<file path="src/rtl/core/lr3d_pkg.sv">
`default_nettype none
package lr3d_pkg;

  localparam int COORD_BITS_DEF = 16;
  localparam int ID_BITS        = 12;
  localparam int META_BITS      = 4;
  localparam int QUEUE_DEPTH    = 2;

  localparam logic ACT_START = 1'b0;
  localparam logic ACT_NEXT  = 1'b1;

  typedef enum logic [1:0] {
    AXIS_X = 2'd0,
    AXIS_Y = 2'd1,
    AXIS_Z = 2'd2
  } axis_t;

  // action, starts, magnitudes, signs, axis, end, zero flag, material
  function automatic int entry_bits(input int coord_bits);
    return 7 * coord_bits + ID_BITS + META_BITS + 7;
  endfunction

endpackage
`default_nettype wire

</file>
<file path="src/rtl/core/line_3d_rasterizer_top.sv">
// 3-D line rasterizer: at most one point per accepted item, up to one item per cycle.
// Path from input accept to the point on the output port: input register at
// the accept edge, then setup queue, then step register.
// Throughput: one item per cycle while out_ready holds, bounded by the step unit.
// Reset (rst, synchronous): queue empty, no line active, no point pending.
`default_nettype none
module line_3d_rasterizer_top import lr3d_pkg::*; #(
  parameter int COORD_BITS = COORD_BITS_DEF
) (
  input  logic                         clk,
  input  logic                         rst,
  input  logic                         in_valid,
  output logic                         in_ready,
  input  logic                         action,
  input  logic signed [COORD_BITS-1:0] x_start,
  input  logic signed [COORD_BITS-1:0] y_start,
  input  logic signed [COORD_BITS-1:0] z_start,
  input  logic signed [COORD_BITS-1:0] x_end,
  input  logic signed [COORD_BITS-1:0] y_end,
  input  logic signed [COORD_BITS-1:0] z_end,
  input  logic        [ID_BITS-1:0]    block_id,
  input  logic        [META_BITS-1:0]  block_meta,
  output logic                         out_valid,
  input  logic                         out_ready,
  output logic signed [COORD_BITS-1:0] point_x,
  output logic signed [COORD_BITS-1:0] point_y,
  output logic signed [COORD_BITS-1:0] point_z,
  output logic        [ID_BITS-1:0]    point_id,
  output logic        [META_BITS-1:0]  point_meta,
  output logic        [COORD_BITS:0]   points_so_far,
  output logic                         last
);

  localparam int ENTRY_BITS = entry_bits(COORD_BITS);

  logic                  push;
  logic                  push_ready;
  logic [ENTRY_BITS-1:0] push_data;
  logic                  pop;
  logic                  pop_valid;
  logic [ENTRY_BITS-1:0] pop_data;

  lr3d_front #(
    .COORD_BITS (COORD_BITS),
    .ENTRY_BITS (ENTRY_BITS)
  ) u_front (
    .clk        (clk),
    .rst        (rst),
    .in_valid   (in_valid),
    .in_ready   (in_ready),
    .action     (action),
    .x_start    (x_start),
    .y_start    (y_start),
    .z_start    (z_start),
    .x_end      (x_end),
    .y_end      (y_end),
    .z_end      (z_end),
    .block_id   (block_id),
    .block_meta (block_meta),
    .q_push     (push),
    .q_ready    (push_ready),
    .q_entry    (push_data)
  );

  lr3d_queue #(
    .WIDTH (ENTRY_BITS),
    .DEPTH (QUEUE_DEPTH)
  ) u_queue (
    .clk        (clk),
    .rst        (rst),
    .push       (push),
    .push_ready (push_ready),
    .push_data  (push_data),
    .pop        (pop),
    .pop_valid  (pop_valid),
    .pop_data   (pop_data)
  );

  lr3d_back #(
    .COORD_BITS (COORD_BITS),
    .ENTRY_BITS (ENTRY_BITS)
  ) u_back (
    .clk           (clk),
    .rst           (rst),
    .q_valid       (pop_valid),
    .q_pop         (pop),
    .q_entry       (pop_data),
    .out_valid     (out_valid),
    .out_ready     (out_ready),
    .point_x       (point_x),
    .point_y       (point_y),
    .point_z       (point_z),
    .point_id      (point_id),
    .point_meta    (point_meta),
    .points_so_far (points_so_far),
    .last          (last)
  );

endmodule
`default_nettype wire

</file>
<file path="src/rtl/core/lr3d_front.sv">
`default_nettype none
module lr3d_front import lr3d_pkg::*; #(
  parameter int COORD_BITS = COORD_BITS_DEF,
  parameter int ENTRY_BITS = entry_bits(COORD_BITS)
) (
  input  logic                         clk,
  input  logic                         rst,
  input  logic                         in_valid,
  output logic                         in_ready,
  input  logic                         action,
  input  logic signed [COORD_BITS-1:0] x_start,
  input  logic signed [COORD_BITS-1:0] y_start,
  input  logic signed [COORD_BITS-1:0] z_start,
  input  logic signed [COORD_BITS-1:0] x_end,
  input  logic signed [COORD_BITS-1:0] y_end,
  input  logic signed [COORD_BITS-1:0] z_end,
  input  logic        [ID_BITS-1:0]    block_id,
  input  logic        [META_BITS-1:0]  block_meta,
  output logic                         q_push,
  input  logic                         q_ready,
  output logic        [ENTRY_BITS-1:0] q_entry
);

  logic                  a_valid;
  logic                  a_act;
  logic [COORD_BITS-1:0] a_st   [3];
  logic [COORD_BITS-1:0] a_end  [3];
  logic [COORD_BITS:0]   a_diff [3];
  logic [ID_BITS-1:0]    a_id;
  logic [META_BITS-1:0]  a_meta;

  logic [COORD_BITS-1:0] in_st  [3];
  logic [COORD_BITS-1:0] in_end [3];
  logic [COORD_BITS:0]   mag    [3];
  logic [COORD_BITS-1:0] ad     [3];
  logic                  neg    [3];
  axis_t                 dom;
  logic [COORD_BITS-1:0] endm;
  logic                  zero_len;

  assign in_st[0]  = x_start;
  assign in_st[1]  = y_start;
  assign in_st[2]  = z_start;
  assign in_end[0] = x_end;
  assign in_end[1] = y_end;
  assign in_end[2] = z_end;

  assign q_push   = a_valid && q_ready;
  assign in_ready = !a_valid || q_ready;

  always_ff @(posedge clk) begin
    if (rst) begin
      a_valid <= 1'b0;
    end else if (in_ready) begin
      a_valid <= in_valid;
    end
  end

  always_ff @(posedge clk) begin
    if (in_valid && in_ready) begin
      a_act  <= action;
      a_id   <= block_id;
      a_meta <= block_meta;
      for (int i = 0; i < 3; i++) begin
        a_st[i]   <= in_st[i];
        a_end[i]  <= in_end[i];
        a_diff[i] <= {in_end[i][COORD_BITS-1], in_end[i]}
                   - {in_st[i][COORD_BITS-1], in_st[i]};
      end
    end
  end

  // |delta| always fits the coordinate width as an unsigned value
  always_comb begin
    for (int i = 0; i < 3; i++) begin
      neg[i] = a_diff[i][COORD_BITS];
      mag[i] = neg[i] ? (~a_diff[i] + (COORD_BITS+1)'(1)) : a_diff[i];
      ad[i]  = mag[i][COORD_BITS-1:0];
    end
  end

  // x wins ties, then y
  always_comb begin
    if (ad[0] >= ad[1] && ad[0] >= ad[2]) begin
      dom = AXIS_X;
    end else if (ad[1] >= ad[2]) begin
      dom = AXIS_Y;
    end else begin
      dom = AXIS_Z;
    end
  end

  always_comb begin
    unique case (dom)
      AXIS_X:  begin endm = a_end[0]; zero_len = (ad[0] == '0); end
      AXIS_Y:  begin endm = a_end[1]; zero_len = (ad[1] == '0); end
      AXIS_Z:  begin endm = a_end[2]; zero_len = (ad[2] == '0); end
      default: begin endm = a_end[0]; zero_len = (ad[0] == '0); end
    endcase
  end

  assign q_entry = {a_act, a_st[0], a_st[1], a_st[2], ad[0], ad[1], ad[2],
                    neg[0], neg[1], neg[2], dom, endm, zero_len, a_id, a_meta};

endmodule
`default_nettype wire

</file>
<file path="src/rtl/core/lr3d_queue.sv">
`default_nettype none
module lr3d_queue import lr3d_pkg::*; #(
  parameter int WIDTH = 8,
  parameter int DEPTH = QUEUE_DEPTH
) (
  input  logic             clk,
  input  logic             rst,
  input  logic             push,
  output logic             push_ready,
  input  logic [WIDTH-1:0] push_data,
  input  logic             pop,
  output logic             pop_valid,
  output logic [WIDTH-1:0] pop_data
);

  localparam int PTR_BITS = (DEPTH > 1) ? $clog2(DEPTH) : 1;
  localparam int CNT_BITS = $clog2(DEPTH + 1);

  logic [WIDTH-1:0]    slots [DEPTH];
  logic [PTR_BITS-1:0] wr_ptr;
  logic [PTR_BITS-1:0] rd_ptr;
  logic [CNT_BITS-1:0] count;

  assign push_ready = (count != CNT_BITS'(DEPTH));
  assign pop_valid  = (count != '0);
  assign pop_data   = slots[rd_ptr];

  always_ff @(posedge clk) begin
    if (rst) begin
      wr_ptr <= '0;
      rd_ptr <= '0;
      count  <= '0;
    end else begin
      if (push) begin
        wr_ptr <= (wr_ptr == PTR_BITS'(DEPTH - 1)) ? '0 : wr_ptr + PTR_BITS'(1);
      end
      if (pop) begin
        rd_ptr <= (rd_ptr == PTR_BITS'(DEPTH - 1)) ? '0 : rd_ptr + PTR_BITS'(1);
      end
      if (push && !pop) begin
        count <= count + CNT_BITS'(1);
      end else if (pop && !push) begin
        count <= count - CNT_BITS'(1);
      end
    end
  end

  always_ff @(posedge clk) begin
    if (push) begin
      slots[wr_ptr] <= push_data;
    end
  end

endmodule
`default_nettype wire

</file>
<file path="src/rtl/core/lr3d_back.sv">
`default_nettype none
module lr3d_back import lr3d_pkg::*; #(
  parameter int COORD_BITS = COORD_BITS_DEF,
  parameter int ENTRY_BITS = entry_bits(COORD_BITS)
) (
  input  logic                         clk,
  input  logic                         rst,
  input  logic                         q_valid,
  output logic                         q_pop,
  input  logic        [ENTRY_BITS-1:0] q_entry,
  output logic                         out_valid,
  input  logic                         out_ready,
  output logic signed [COORD_BITS-1:0] point_x,
  output logic signed [COORD_BITS-1:0] point_y,
  output logic signed [COORD_BITS-1:0] point_z,
  output logic        [ID_BITS-1:0]    point_id,
  output logic        [META_BITS-1:0]  point_meta,
  output logic        [COORD_BITS:0]   points_so_far,
  output logic                         last
);

  localparam int EW = COORD_BITS + 3;

  // queue entry fields
  logic                  e_act;
  logic [COORD_BITS-1:0] e_st  [3];
  logic [COORD_BITS-1:0] e_ad  [3];
  logic                  e_neg [3];
  logic [1:0]            e_dom_raw;
  axis_t                 e_dom;
  logic [COORD_BITS-1:0] e_endm;
  logic                  e_zero;
  logic [ID_BITS-1:0]    e_id;
  logic [META_BITS-1:0]  e_meta;

  // line state
  logic                  active;
  axis_t                 dom;
  logic [COORD_BITS-1:0] cur  [3];
  logic [COORD_BITS-1:0] endm;
  logic [COORD_BITS-1:0] ad   [3];
  logic                  neg  [3];
  logic [EW-1:0]         err  [3];
  logic [COORD_BITS:0]   cnt;
  logic [ID_BITS-1:0]    mat_id;
  logic [META_BITS-1:0]  mat_meta;

  logic [COORD_BITS-1:0] e_ad_dom;
  logic [EW-1:0]         err_init [3];
  logic [COORD_BITS-1:0] ad_dom;
  logic [EW-1:0]         ad2_dom;
  logic                  step     [3];
  logic [COORD_BITS-1:0] cur_next [3];
  logic [EW-1:0]         err_next [3];
  logic [COORD_BITS-1:0] cur_dom_next;
  logic                  hit_end;
  logic                  is_start;

  function automatic logic [COORD_BITS-1:0] e_neg_sel(input logic dn,
                                                      input logic [COORD_BITS-1:0] c);
    return dn ? (c - COORD_BITS'(1)) : (c + COORD_BITS'(1));
  endfunction

  assign {e_act, e_st[0], e_st[1], e_st[2], e_ad[0], e_ad[1], e_ad[2],
          e_neg[0], e_neg[1], e_neg[2], e_dom_raw, e_endm, e_zero,
          e_id, e_meta} = q_entry;
  assign e_dom = axis_t'(e_dom_raw);

  assign q_pop    = q_valid && (!out_valid || out_ready);
  assign is_start = (e_act == ACT_START);

  always_comb begin
    unique case (e_dom)
      AXIS_X:  e_ad_dom = e_ad[0];
      AXIS_Y:  e_ad_dom = e_ad[1];
      AXIS_Z:  e_ad_dom = e_ad[2];
      default: e_ad_dom = e_ad[0];
    endcase
  end

  always_comb begin
    unique case (dom)
      AXIS_X:  ad_dom = ad[0];
      AXIS_Y:  ad_dom = ad[1];
      AXIS_Z:  ad_dom = ad[2];
      default: ad_dom = ad[0];
    endcase
  end
  assign ad2_dom = {2'b00, ad_dom, 1'b0};

  // the dominant axis keeps an error slot too; it is never consulted
  always_comb begin
    for (int i = 0; i < 3; i++) begin
      err_init[i] = {2'b00, e_ad[i], 1'b0} - {3'b000, e_ad_dom};
      step[i]     = (2'(i) == dom) || !err[i][EW-1];
      if (step[i]) begin
        cur_next[i] = e_neg_sel(neg[i], cur[i]);
      end else begin
        cur_next[i] = cur[i];
      end
      err_next[i] = err[i] + {2'b00, ad[i], 1'b0}
                  - (err[i][EW-1] ? {EW{1'b0}} : ad2_dom);
    end
  end

  always_comb begin
    unique case (dom)
      AXIS_X:  cur_dom_next = cur_next[0];
      AXIS_Y:  cur_dom_next = cur_next[1];
      AXIS_Z:  cur_dom_next = cur_next[2];
      default: cur_dom_next = cur_next[0];
    endcase
  end
  assign hit_end = (cur_dom_next == endm);

  always_ff @(posedge clk) begin
    if (rst) begin
      active    <= 1'b0;
      out_valid <= 1'b0;
    end else if (q_pop) begin
      if (is_start) begin
        active    <= !e_zero;
        out_valid <= 1'b1;
      end else if (active) begin
        active    <= !hit_end;
        out_valid <= 1'b1;
      end else begin
        out_valid <= 1'b0;
      end
    end else if (out_ready) begin
      out_valid <= 1'b0;
    end
  end

  always_ff @(posedge clk) begin
    if (q_pop) begin
      if (is_start) begin
        dom      <= e_dom;
        endm     <= e_endm;
        cnt      <= (COORD_BITS+1)'(1);
        last     <= e_zero;
        mat_id   <= e_id;
        mat_meta <= e_meta;
        for (int i = 0; i < 3; i++) begin
          cur[i] <= e_st[i];
          ad[i]  <= e_ad[i];
          neg[i] <= e_neg[i];
          err[i] <= err_init[i];
        end
      end else if (active) begin
        cnt  <= cnt + (COORD_BITS+1)'(1);
        last <= hit_end;
        for (int i = 0; i < 3; i++) begin
          cur[i] <= cur_next[i];
          err[i] <= err_next[i];
        end
      end
    end
  end

  assign point_x       = cur[0];
  assign point_y       = cur[1];
  assign point_z       = cur[2];
  assign point_id      = mat_id;
  assign point_meta    = mat_meta;
  assign points_so_far = cnt;

endmodule
`default_nettype wire

</file>
<file path="config.mk">
export PLATFORM = sky130hd
export DESIGN_NAME = line_3d_rasterizer_top
export DESIGN_NICKNAME = d
export VERILOG_FILES = /design/src/rtl/core/lr3d_pkg.sv /design/src/rtl/core/line_3d_rasterizer_top.sv /design/src/rtl/core/lr3d_front.sv /design/src/rtl/core/lr3d_queue.sv /design/src/rtl/core/lr3d_back.sv
export SDC_FILE = /design/constraint.sdc
export NUM_CORES = 1
export LEC_CHECK = 0
export ABC_AREA = 1
export ABC_CLOCK_PERIOD_IN_PS = 14850
export BUFFER_PORTS_ARGS = -buffer_cell sky130_fd_sc_hd__buf_4
export CAP_MARGIN = 20
export CELL_PAD_IN_SITES_DETAIL_PLACEMENT = 0
export CELL_PAD_IN_SITES_GLOBAL_PLACEMENT = 2
export CORE_ASPECT_RATIO = 0.8
export CORE_MARGIN = 3
export CORE_UTILIZATION = 44
export DETAILED_ROUTE_END_ITERATION = 12
export GPL_TIMING_DRIVEN = 0
export PLACE_DENSITY = 0.86
export SYNTH_ARGS = -nofsm -noshare
export SYNTH_HDL_FRONTEND = slang
export SYNTH_HIERARCHICAL = 1
export SYNTH_SLANG_ARGS = --single-unit
</file>
<file path="constraint.sdc">
create_clock -name clk -period 14.85 [get_ports clk]
set_input_delay 0.7425 -clock clk [delete_from_list [all_inputs] [get_ports clk]]
set_output_delay 0.7425 -clock clk [all_outputs]
set_load 0.05 [all_outputs]
</file>
# Word-level counts from Yosys, hierarchy flattened
# Memory sizes are Yosys's and may differ from the RTL's. A register that Yosys moved wholly into a read port is not among the register bits.
# Index checks and enable logic that the tools add are counted.
# word_totals
register_bits	76
ram_bits	573
memories	8
inputBits	117
word_cells	152
out_inout_bits	84
# mem_list
name	words	width	read_ports	rd_ports_with_merged_regs	write_ports	line_no	source
u_queue.slots	2	135	1	1	1	lr3d_queue.sv:19	logic [WIDTH-1:0] slots [DEPTH];
u_back.err	3	19	3	0	3	lr3d_back.sv:43	logic [EW-1:0] err [3];
u_front.a_diff	3	17	3	0	3	lr3d_front.sv:28	logic [COORD_BITS:0] a_diff [3];
u_back.ad	3	16	3	0	3	lr3d_back.sv:41	logic [COORD_BITS-1:0] ad [3];
u_back.cur	3	16	3	0	3	lr3d_back.sv:39	logic [COORD_BITS-1:0] cur [3];
u_front.a_end	3	16	3	0	3	lr3d_front.sv:27	logic [COORD_BITS-1:0] a_end [3];
+2 memories	--	--	--	--	--	--	
# op_classes
n_addsub	26
n_bitwise	10
n_mux	50
n_eq_ne	11
reduce_logical	29
magnitude_cmp	3
# op_table
operator	count
$mux W16	12
$pmux W16 S2	4
$add A16 B1 Y16 const B	6
$mux W17	4
$add A19 B17 Y19	3
$mux W19	3
$sub A19 B19 Y19	3
$sub A17 B16 Y18	3
$sub A16 B16 Y17	3
$ge A16 B16 Y1	3
$logic_not A16 Y1	3
$not A16 Y16	3
$sub A16 B1 Y16 const B	3
$mux W1	22
$add A17 B1 Y17 const B	1
$eq A16 B16 Y1	1
$logic_not A1 Y1	9
$mux W2	4
$eq A2 B1 Y1 const B	3
$eq A2 B2 Y1 const B	3
$logic_and A1 B1 Y1	6
$or A1 B1 Y1	6
$reduce_bool A2 Y1	3
$logic_or A1 B1 Y1	5
10 further kinds	13

# Longest topological paths before layout
# Gate-level depths: netlist of the first run.
# An unclocked memory read counts as a cell.
# depth
ltp_word	9
ltp_mapped	27

# Cells and area by module
# The synthesis of the first run kept the hierarchy.
# modules_own_cells
mod	cells_each	area_per_inst_um2	instances
lr3d_back	2407	18193.7	1
lr3d_queue	453	10161.0	1
lr3d_front	1061	10112.2	1

# Worst setup path after synthesis of the first run
# No wires, ideal clock.
# synth_path
kind	in2reg
start	input port in_valid
end	register u_front.a_act (enable)
arrival_time_ns	8.667
path_slack_ns	5.442
stages	2
path_buffers	0
path_cell_list	inv_1 > a21oi_1
# synth_between
elab_chain_len	1
# synth_lines
element	line_no	source
from (decl)	line_3d_rasterizer_top.sv:12	input logic in_valid,
$logic_and A1 B1 Y1	lr3d_front.sv:60	if (in_valid && in_ready) begin
to (signal assigned)	lr3d_front.sv:61	a_act <= action;
to (decl)	lr3d_front.sv:25	logic a_act;
# No other way between the ends.
# A chain may end at the register's enable or synchronous reset.

==> implementation parameters, run 1 <==
Parameter                              Value

Hold path
  Hold wc startpoint ... block_meta[1]
  Hold Crit Depth ... 1
  Path type of the worst min-delay path ... in2reg
  Worst hold endpoint ... u_front/a_meta[1]

Cells and area
  Top library cells by usage in the layout, fill and taps aside ... sky130_fd_sc_hd__nand2_1, sky130_fd_sc_hd__edfxtp_1, sky130_fd_sc_hd__inv_1, sky130_fd_sc_hd__nand3_1, sky130_fd_sc_hd__a21oi_1
  Final cell area excluding filler cells ... 44,200 sq um
  Most frequent standard cell in the layout excluding fill and tap cells ... sky130_fd_sc_hd__nand2_1
  Area growth, synth to finish ... 14.9%
  Share of cells above drive strength 1 ... 13.2%
  Nets@finish ... 4,630

Timing
  Fmax ... 0.167 GHz
  Final hold viol count ... 0
  Worst hold slack across all endpoints ... 0.282 ns
  Worst clock skew on the final layout ... 0.0360 ns
  Post-layout minimum cycle time ... 5.99 ns
  Number of max-slew violations in the final report ... 0
  Final TNS setup ... 0 ns
  Slew headroom ... 29.0%
  Setup-violating endpoint count in the final report ... 0
  Worst-Margin Slew ... 1.06 ns
  Period Utilization, post-route ... 40.3%
  RSZ-0062 raised after global routing ... false

Synth
  Seq cells post-synth ... 647
  Sequential cell area fraction in the yosys report ... 50.3%
  Average instance area after synthesis ... 9.81 sq um
  Area share of the leading cell type in the synthesized netlist ... 49.9%
  Cell count after synthesis ... 3,921
  Share of synthesized registers carrying an async set or reset ... 0%
  Cell type contributing the most total cell area after synthesis ... sky130_fd_sc_hd__edfxtp_1
  Number of enable-type register cells in the synthesized netlist ... 639
  Dominant cells by area after synthesis ... sky130_fd_sc_hd__edfxtp_1, sky130_fd_sc_hd__nand2_1, sky130_fd_sc_hd__ha_1
  Netlist area before placement ... 38,500 sq um
  Leading register cell type out of synthesis ... sky130_fd_sc_hd__edfxtp_1
  Number of nets produced by synthesis ... 4,337
  Number of distinct library cell variants in the gate-level netlist after synthesis ... 59
  Yosys warns ... 6

Critical path
  Capturing element type of the critical path ... flop
  Reg-to-reg slack, setup ... 8.86 ns
  Critical path's largest stage delay ... 0.54 ns
  Worst reg2reg path endpoint ... u_back/err[0][15]
  Worst reg2reg path startpoint ... u_back/dom[0]
  Required time at the worst-slack endpoint ... 15.31 ns
  Arrival time of the worst setup path ... 6.44 ns
  Startpoint type of the worst setup path ... flop
  Logic depth of the worst register-to-register path ... 20
  CP Cell Sequence ... inv_1 -> ha_1 -> clkbuf_1 -> buf_1 -> clkbuf_1 -> o21ai_0 -> nor2_1 -> fa_1 -> fa_1 -> nor2_1 -> o21ai_1 -> and2_1 -> o221ai_1 -> a21boi_1 -> o21ai_1 -> nand2_1 -> nand2_1 -> xor2_1 -> nand2_1 -> o21ai_1
  CP max stage cell ... sky130_fd_sc_hd__clkbuf_1
  Critical path type ... reg2reg
  Peak fanout along the critical path ... 10

Flow run
  Count of max-cap constraint violations ... 0

Global route
  Number of antenna violations at the first check in global routing ... 0
  Maximum number of pins on one net before global-route repair ... 96
  Number of global-route vias before repair ... 26,905
  GRT Residual Overflow ... 0
  First-pass GRT wire length ... 169,000 microns
  Global Route Usage Sum ... 25.0%

Place
  Weighted congestion reported at the end of routability-driven placement ... 0.889
  IO Port Bufs ... 200
  HPWL after detailed placement ... 91,500 microns
  Area of placed instances ... 41,800 sq um

Clock network
  CTS tree ... built
  Maximum level of the CTS H-tree ... 3
  Clock tree buffer depth ... 3
  Clk pin slew, worst setup/hold paths ... 0.06 ns
  Sink Count ... 647
  CTS Buf Count ... 73
  Post-CTS Setup Bufs ... 0
  Clock tree root buffer cell ... sky130_fd_sc_hd__clkbuf_16
  Number of cells upsized or downsized after cts ... 0
  Number of hold-repair buffers added at the cts stage ... 0
  Clock network latency to the later pin of the worst-skew pair ... 0.64 ns

Outcome
  Outcome ... finished with violations
  Violations in the final reports ... antenna violations

Floorplanning
  Number of placement rows ... 96
  Boundary pin count ... 201
  Starting Density ... 44.6%
  Die ar. ... 91,000 sq um
  Die outline width ... 337 microns
  Core area ... 86,200 sq um
  Chip height ... 270 microns

Drt
  Detailed-route via count ... 28,622
  Ratio of routed vias to standard cells ... 5.29
  Initial detailed-routing violation count ... 2,879
  Average wire per standard cell ... 21.2 microns
  Number of remaining DRC errors ... 0
  Overall routed net length ... 115,000 microns
  Remaining antenna violation count after routing ... 1
  Drt first pass iters ... 6
## sequential cells by signal, indices dropped and copies added (netlist names), 17 cells and up, named ones only
| name | count |
|---|---|
| u_back/err | 54 |
| u_back/cur | 48 |
| u_front/a_end | 48 |
| u_front/a_st | 48 |
| u_back/points_so_far | 17 |
| u_queue/slots | 270 |
| u_front/a_diff | 51 |
| u_back/ad | 48 |
## per-layer routing
metal | up-vias | part of all wire, % | global-route usage, %
li1 | 13965 | - | -
met3 | 110 | 6.8 | 3.74
met5 | - | 0 | 0
met4 | 0 | 1.6 | 4.44
met2 | 867 | 42 | 36.7
met1 | 13680 | 50 | 39.3
## critical path: cells and delay by family, from the launching register on
kind	cells	cell delay [ns]
compound gates	6	1.50
flops	1	0.37
buf+inv	4	1.56
fa+ha+maj	3	1.34
xor+xnor	1	0.23
simple gates	6	0.83
## cell families after synthesis
group           synth area share (%)
flops                           50.3
buf+inv                         7.13
compound gates                  9.16
xor+xnor                        2.57
fa+ha+maj                       10.9
mux                             4.47
simple gates                    15.5
## synthesized netlist by cell type (11+ instances only)
library cell               count
sky130_fd_sc_hd__o21ai_0     214
sky130_fd_sc_hd__nand2_1     811
sky130_fd_sc_hd__clkbuf_1     40
sky130_fd_sc_hd__or2_2        15
sky130_fd_sc_hd__nor3_1       26
sky130_fd_sc_hd__mux2_2       86
sky130_fd_sc_hd__nand3b_1     18
sky130_fd_sc_hd__fa_1         60
sky130_fd_sc_hd__xor2_1       71
sky130_fd_sc_hd__a21oi_1     246
sky130_fd_sc_hd__o211ai_1     22
sky130_fd_sc_hd__nand4_1      25
sky130_fd_sc_hd__a21boi_1     11
sky130_fd_sc_hd__o31ai_1      16
sky130_fd_sc_hd__edfxtp_1    639
sky130_fd_sc_hd__buf_6        12
sky130_fd_sc_hd__nand3_1     251
sky130_fd_sc_hd__a221o_1      16
sky130_fd_sc_hd__buf_2        22
sky130_fd_sc_hd__mux2_4       50
sky130_fd_sc_hd__nand2_2      17
sky130_fd_sc_hd__ha_1        239
sky130_fd_sc_hd__inv_1       591
sky130_fd_sc_hd__xnor2_1      42
sky130_fd_sc_hd__nor2_1      230
sky130_fd_sc_hd__o21ai_1      29
## worst max path at each step
stage,from,end,slack [ns],cells past startpoint
floorplan,in_valid,u_front/a_act,5.44,2
finish,u_back/dom[0],u_back/err[0][15],8.86,20
CTS,u_back/dom[0],u_back/err[0][15],8.89,20
global placement,in_valid,u_front/a_st[0][42],1.29,3
global route,u_back/dom[0],u_back/err[0][15],8.54,20
detailed placement,u_back/dom[0],u_back/err[0][15],8.89,20
## area by class of cell
class	count	area, sq um
inverter	599	2260
tap	1127	1410
buffer	89	487
antenna	9	22.5
sequential	647	19300
clock inverter	43	469
clock buffer	90	1910
multi-input combinational	2586	16400
fill	7976	42000
timing repair buffer	218	1880
## per-stage QoR
step,setup WS (ns),util [%],std cells
finish,8.86,51.2,5408
floorplan,5.44,-,3921
global placement,1.29,48.0,5248
CTS,8.89,51.2,5399
detailed placement,8.89,48.5,5266
global route,8.54,51.2,5399
Power of run 1 is not shown: default switching activity piles up to over one toggle a cycle in this logic, so the estimate is an artifact.
==> inputs of run 2 (changes only) <==
Settings changed: ABC_CLOCK_PERIOD_IN_PS 14850 to 5300, CORE_UTILIZATION 44 to 37, PLACE_DENSITY 0.86 to 0.77.
Clock period 14.85 ns to 5.3 ns, I/O delays scaled along.
==> run 2 against run 1 <==
  * Highest routed layer unchanged
  * Register-to-register slack got worse by 8.5 ns
  * Non-clock buffer count increased by 120
  * The flow now finishes without violations
  * Routed wire length increased by 5.2%
  * Global-route usage decreased by 2.8 points
==> implementation parameters, run 2 (synthesized netlist as in run 1, its figures left out) <==
Parameter                              Value

Critical path
  Worst reg2reg path startpoint ... u_back/dom[0]
  Capturing element type of the critical path ... flop
  Critical path type ... reg2reg
  Logic depth of the worst register-to-register path ... 19
  Required time at the worst-slack endpoint ... 5.66 ns
  Peak fanout along the critical path ... 19
  Reg-to-reg slack, setup ... 0.32 ns
  Arrival time of the worst setup path ... 5.34 ns
  Startpoint type of the worst setup path ... flop
  Worst reg2reg path endpoint ... u_back/err[0][34]

Timing
  Fmax ... 0.201 GHz
  Number of max-slew violations in the final report ... 0
  Worst-Margin Slew ... 1.09 ns
  Setup-violating endpoint count in the final report ... 0
  Final hold viol count ... 0
  RSZ-0062 raised after global routing ... false
  Min setup slack post-route ... 0.317 ns
  Slew headroom ... 27.5%
  Final TNS setup ... 0 ns
  Post-layout minimum cycle time ... 4.98 ns
  Period Utilization, post-route ... 94.0%
  Worst clock skew on the final layout ... 0.0436 ns

Clock network
  Maximum level of the CTS H-tree ... 3
  Clk pin slew, worst setup/hold paths ... 0.06 ns
  Clock tree root buffer cell ... sky130_fd_sc_hd__clkbuf_16
  Clock network latency to the later pin of the worst-skew pair ... 0.65 ns
  CTS Buf Count ... 74
  CTS tree ... built
  Clock tree buffer depth ... 3
  Sink Count ... 647

Drt
  Remaining antenna violation count after routing ... 0
  Detail Route met3 WL ... 8000 microns
  Drt first pass iters ... 6
  Highest layer used for signal routing ... met4
  Routed met2 length ... 50,800 microns
  Detailed-route via count ... 28,744
  Ratio of routed vias to standard cells ... 4.97
  Overall routed net length ... 121,000 microns
  Number of remaining DRC errors ... 0
  Met1 WL ... 59,600 microns
  Average wire per standard cell ... 20.9 microns
  Initial detailed-routing violation count ... 2,485

Flow run
  Count of max-cap constraint violations ... 0

Floorplanning
  Boundary pin count ... 201
  Die ar. ... 108,000 sq um
  Chip height ... 294 microns
  Core area ... 103,000 sq um
  Starting Density ... 37.4%
  Number of placement rows ... 105
  Die outline width ... 366 microns

Hold path
  Worst hold endpoint ... u_front/a_act
  Path type of the worst min-delay path ... in2reg
  Hold Crit Depth ... 3
  Hold wc startpoint ... in_valid

Cells and area
  Most frequent standard cell in the layout excluding fill and tap cells ... sky130_fd_sc_hd__nand2_1
  Nets@finish ... 4,751
  Top library cells by usage in the layout, fill and taps aside ... sky130_fd_sc_hd__nand2_1, sky130_fd_sc_hd__edfxtp_1, sky130_fd_sc_hd__inv_1, sky130_fd_sc_hd__nand3_1, sky130_fd_sc_hd__a21oi_1
  Share of cells above drive strength 1 ... 13.2%
  Fill count ... 9,878
  Area growth, synth to finish ... 19.0%
  Number of flip-flops under the largest register name ... 270
  Register ranked first by flip-flop count ... u_queue/slots
  Utilization after layout ... 44.5%
  Registers with the highest flip-flop counts ... u_queue/slots: 270 flops, u_back/err: 54 flops, u_front/a_diff: 51 flops

Global route
  Number of global-route vias before repair ... 27,895
  Maximum number of pins on one net before global-route repair ... 81
  Number of antenna violations at the first check in global routing ... 5
  Global Route Usage Sum ... 22.1%
  First-pass GRT wire length ... 178,000 microns
  GRT Residual Overflow ... 0

Place
  Weighted congestion reported at the end of routability-driven placement ... 0.867
  HPWL after detailed placement ... 96,000 microns
  IO Port Bufs ... 200
  DP Worst Slack ... -0.675 ns

Outcome
  Outcome ... finished clean
## run 2: cell count changes in the layout (fill, tap and decap cells not counted), sizes merged
cell         previous run  this run
dlygate4sd3             0       116
clkinv                 34        27
diode                   9         2
buf                   266       269
inv                   599       601
bufinv                  6         7
## run 2: cell type report
| type | instances | area, sq um | area share (%) |
|---|---|---|---|
| diodes | 2 | 5.00 | 0.0109 |
| plain buffers | 87 | 489 | 1.07 |
| clock inverters | 39 | 485 | 1.06 |
| multi-input cells | 2586 | 16400 | 35.9 |
| repair buffers | 340 | 3120 | 6.82 |
| clock buffers | 89 | 1910 | 4.17 |
| flip-flops and latches | 647 | 19300 | 42.3 |
| well taps | 1391 | 1740 | 3.80 |
| inverters | 599 | 2260 | 4.95 |
## run 2: worst max path at each step
stage | startpoint | end | slack, ns | depth (start not counted)
2_1_floorplan | u_queue/count[0] | u_queue/slots[0][0] | 0.72 | 6
3_3_place_gp | u_queue/count[0] | u_queue/slots[0][1] | -1.66 | 6
3_5_place_dp | u_back/dom[0] | u_back/err[0][15] | -0.68 | 20
4_1_cts | flop | u_back/err[0][14] | 0.04 | 19
5_1_grt | flop | u_back/err[0][14] | 0.01 | 20
6_report | u_back/dom[0] | u_back/err[0][34] | 0.32 | 19
## run 2: critical path, stage by stage (launching register included)
cell,delay [ns]
sky130_fd_sc_hd__edfxtp_1,0.39
sky130_fd_sc_hd__inv_1,0.08
sky130_fd_sc_hd__ha_1,0.38
sky130_fd_sc_hd__clkbuf_4,0.33
sky130_fd_sc_hd__clkbuf_2,0.29
sky130_fd_sc_hd__o211ai_1,0.12
sky130_fd_sc_hd__o21ai_1,0.28
sky130_fd_sc_hd__nor2_1,0.12
sky130_fd_sc_hd__fa_1,0.56
sky130_fd_sc_hd__fa_1,0.45
sky130_fd_sc_hd__o31ai_1,0.37
sky130_fd_sc_hd__inv_1,0.12
sky130_fd_sc_hd__o221ai_1,0.43
sky130_fd_sc_hd__a21boi_1,0.18
sky130_fd_sc_hd__o21ai_1,0.24
sky130_fd_sc_hd__nand2_1,0.09
sky130_fd_sc_hd__nand2_1,0.08
sky130_fd_sc_hd__xor2_1,0.06
sky130_fd_sc_hd__nand2_1,0.06
sky130_fd_sc_hd__nand2_1,0.07
## run 2: repair_timing
| item | in CTS | in global routing |
|---|---|---|
| endpoints found under the setup margin | 27 | 13 |
| gates resized for setup | 2 | 16 |
| hold endpoints to repair | 121 | 0 |
| setup buffers | 0 | 3 |
| pin swaps | 0 | 0 |
| hold buffers | 116 | 0 |
## run 2: through the flow
step | area [sq um] | instances | hold WS (ns)
floorplan | 38500 | 3921 | 0.334
global placement | 41700 | 5512 | 0.422
detailed placement | 42200 | 5533 | 0.429
CTS | 45700 | 5776 | 0.0929
global route | 45800 | 5778 | 0.105
finish | 45800 | 5780 | 0.118
## run 2: per-layer routing
metal / global-route usage (%) / vias up
met5: 0 / -
met4: 5.09 / 0
met3: 3.47 / 125
met2: 33.0 / 807
met1: 33.7 / 13629
li1: - / 14183
Power of run 2 is left out for the same reason.
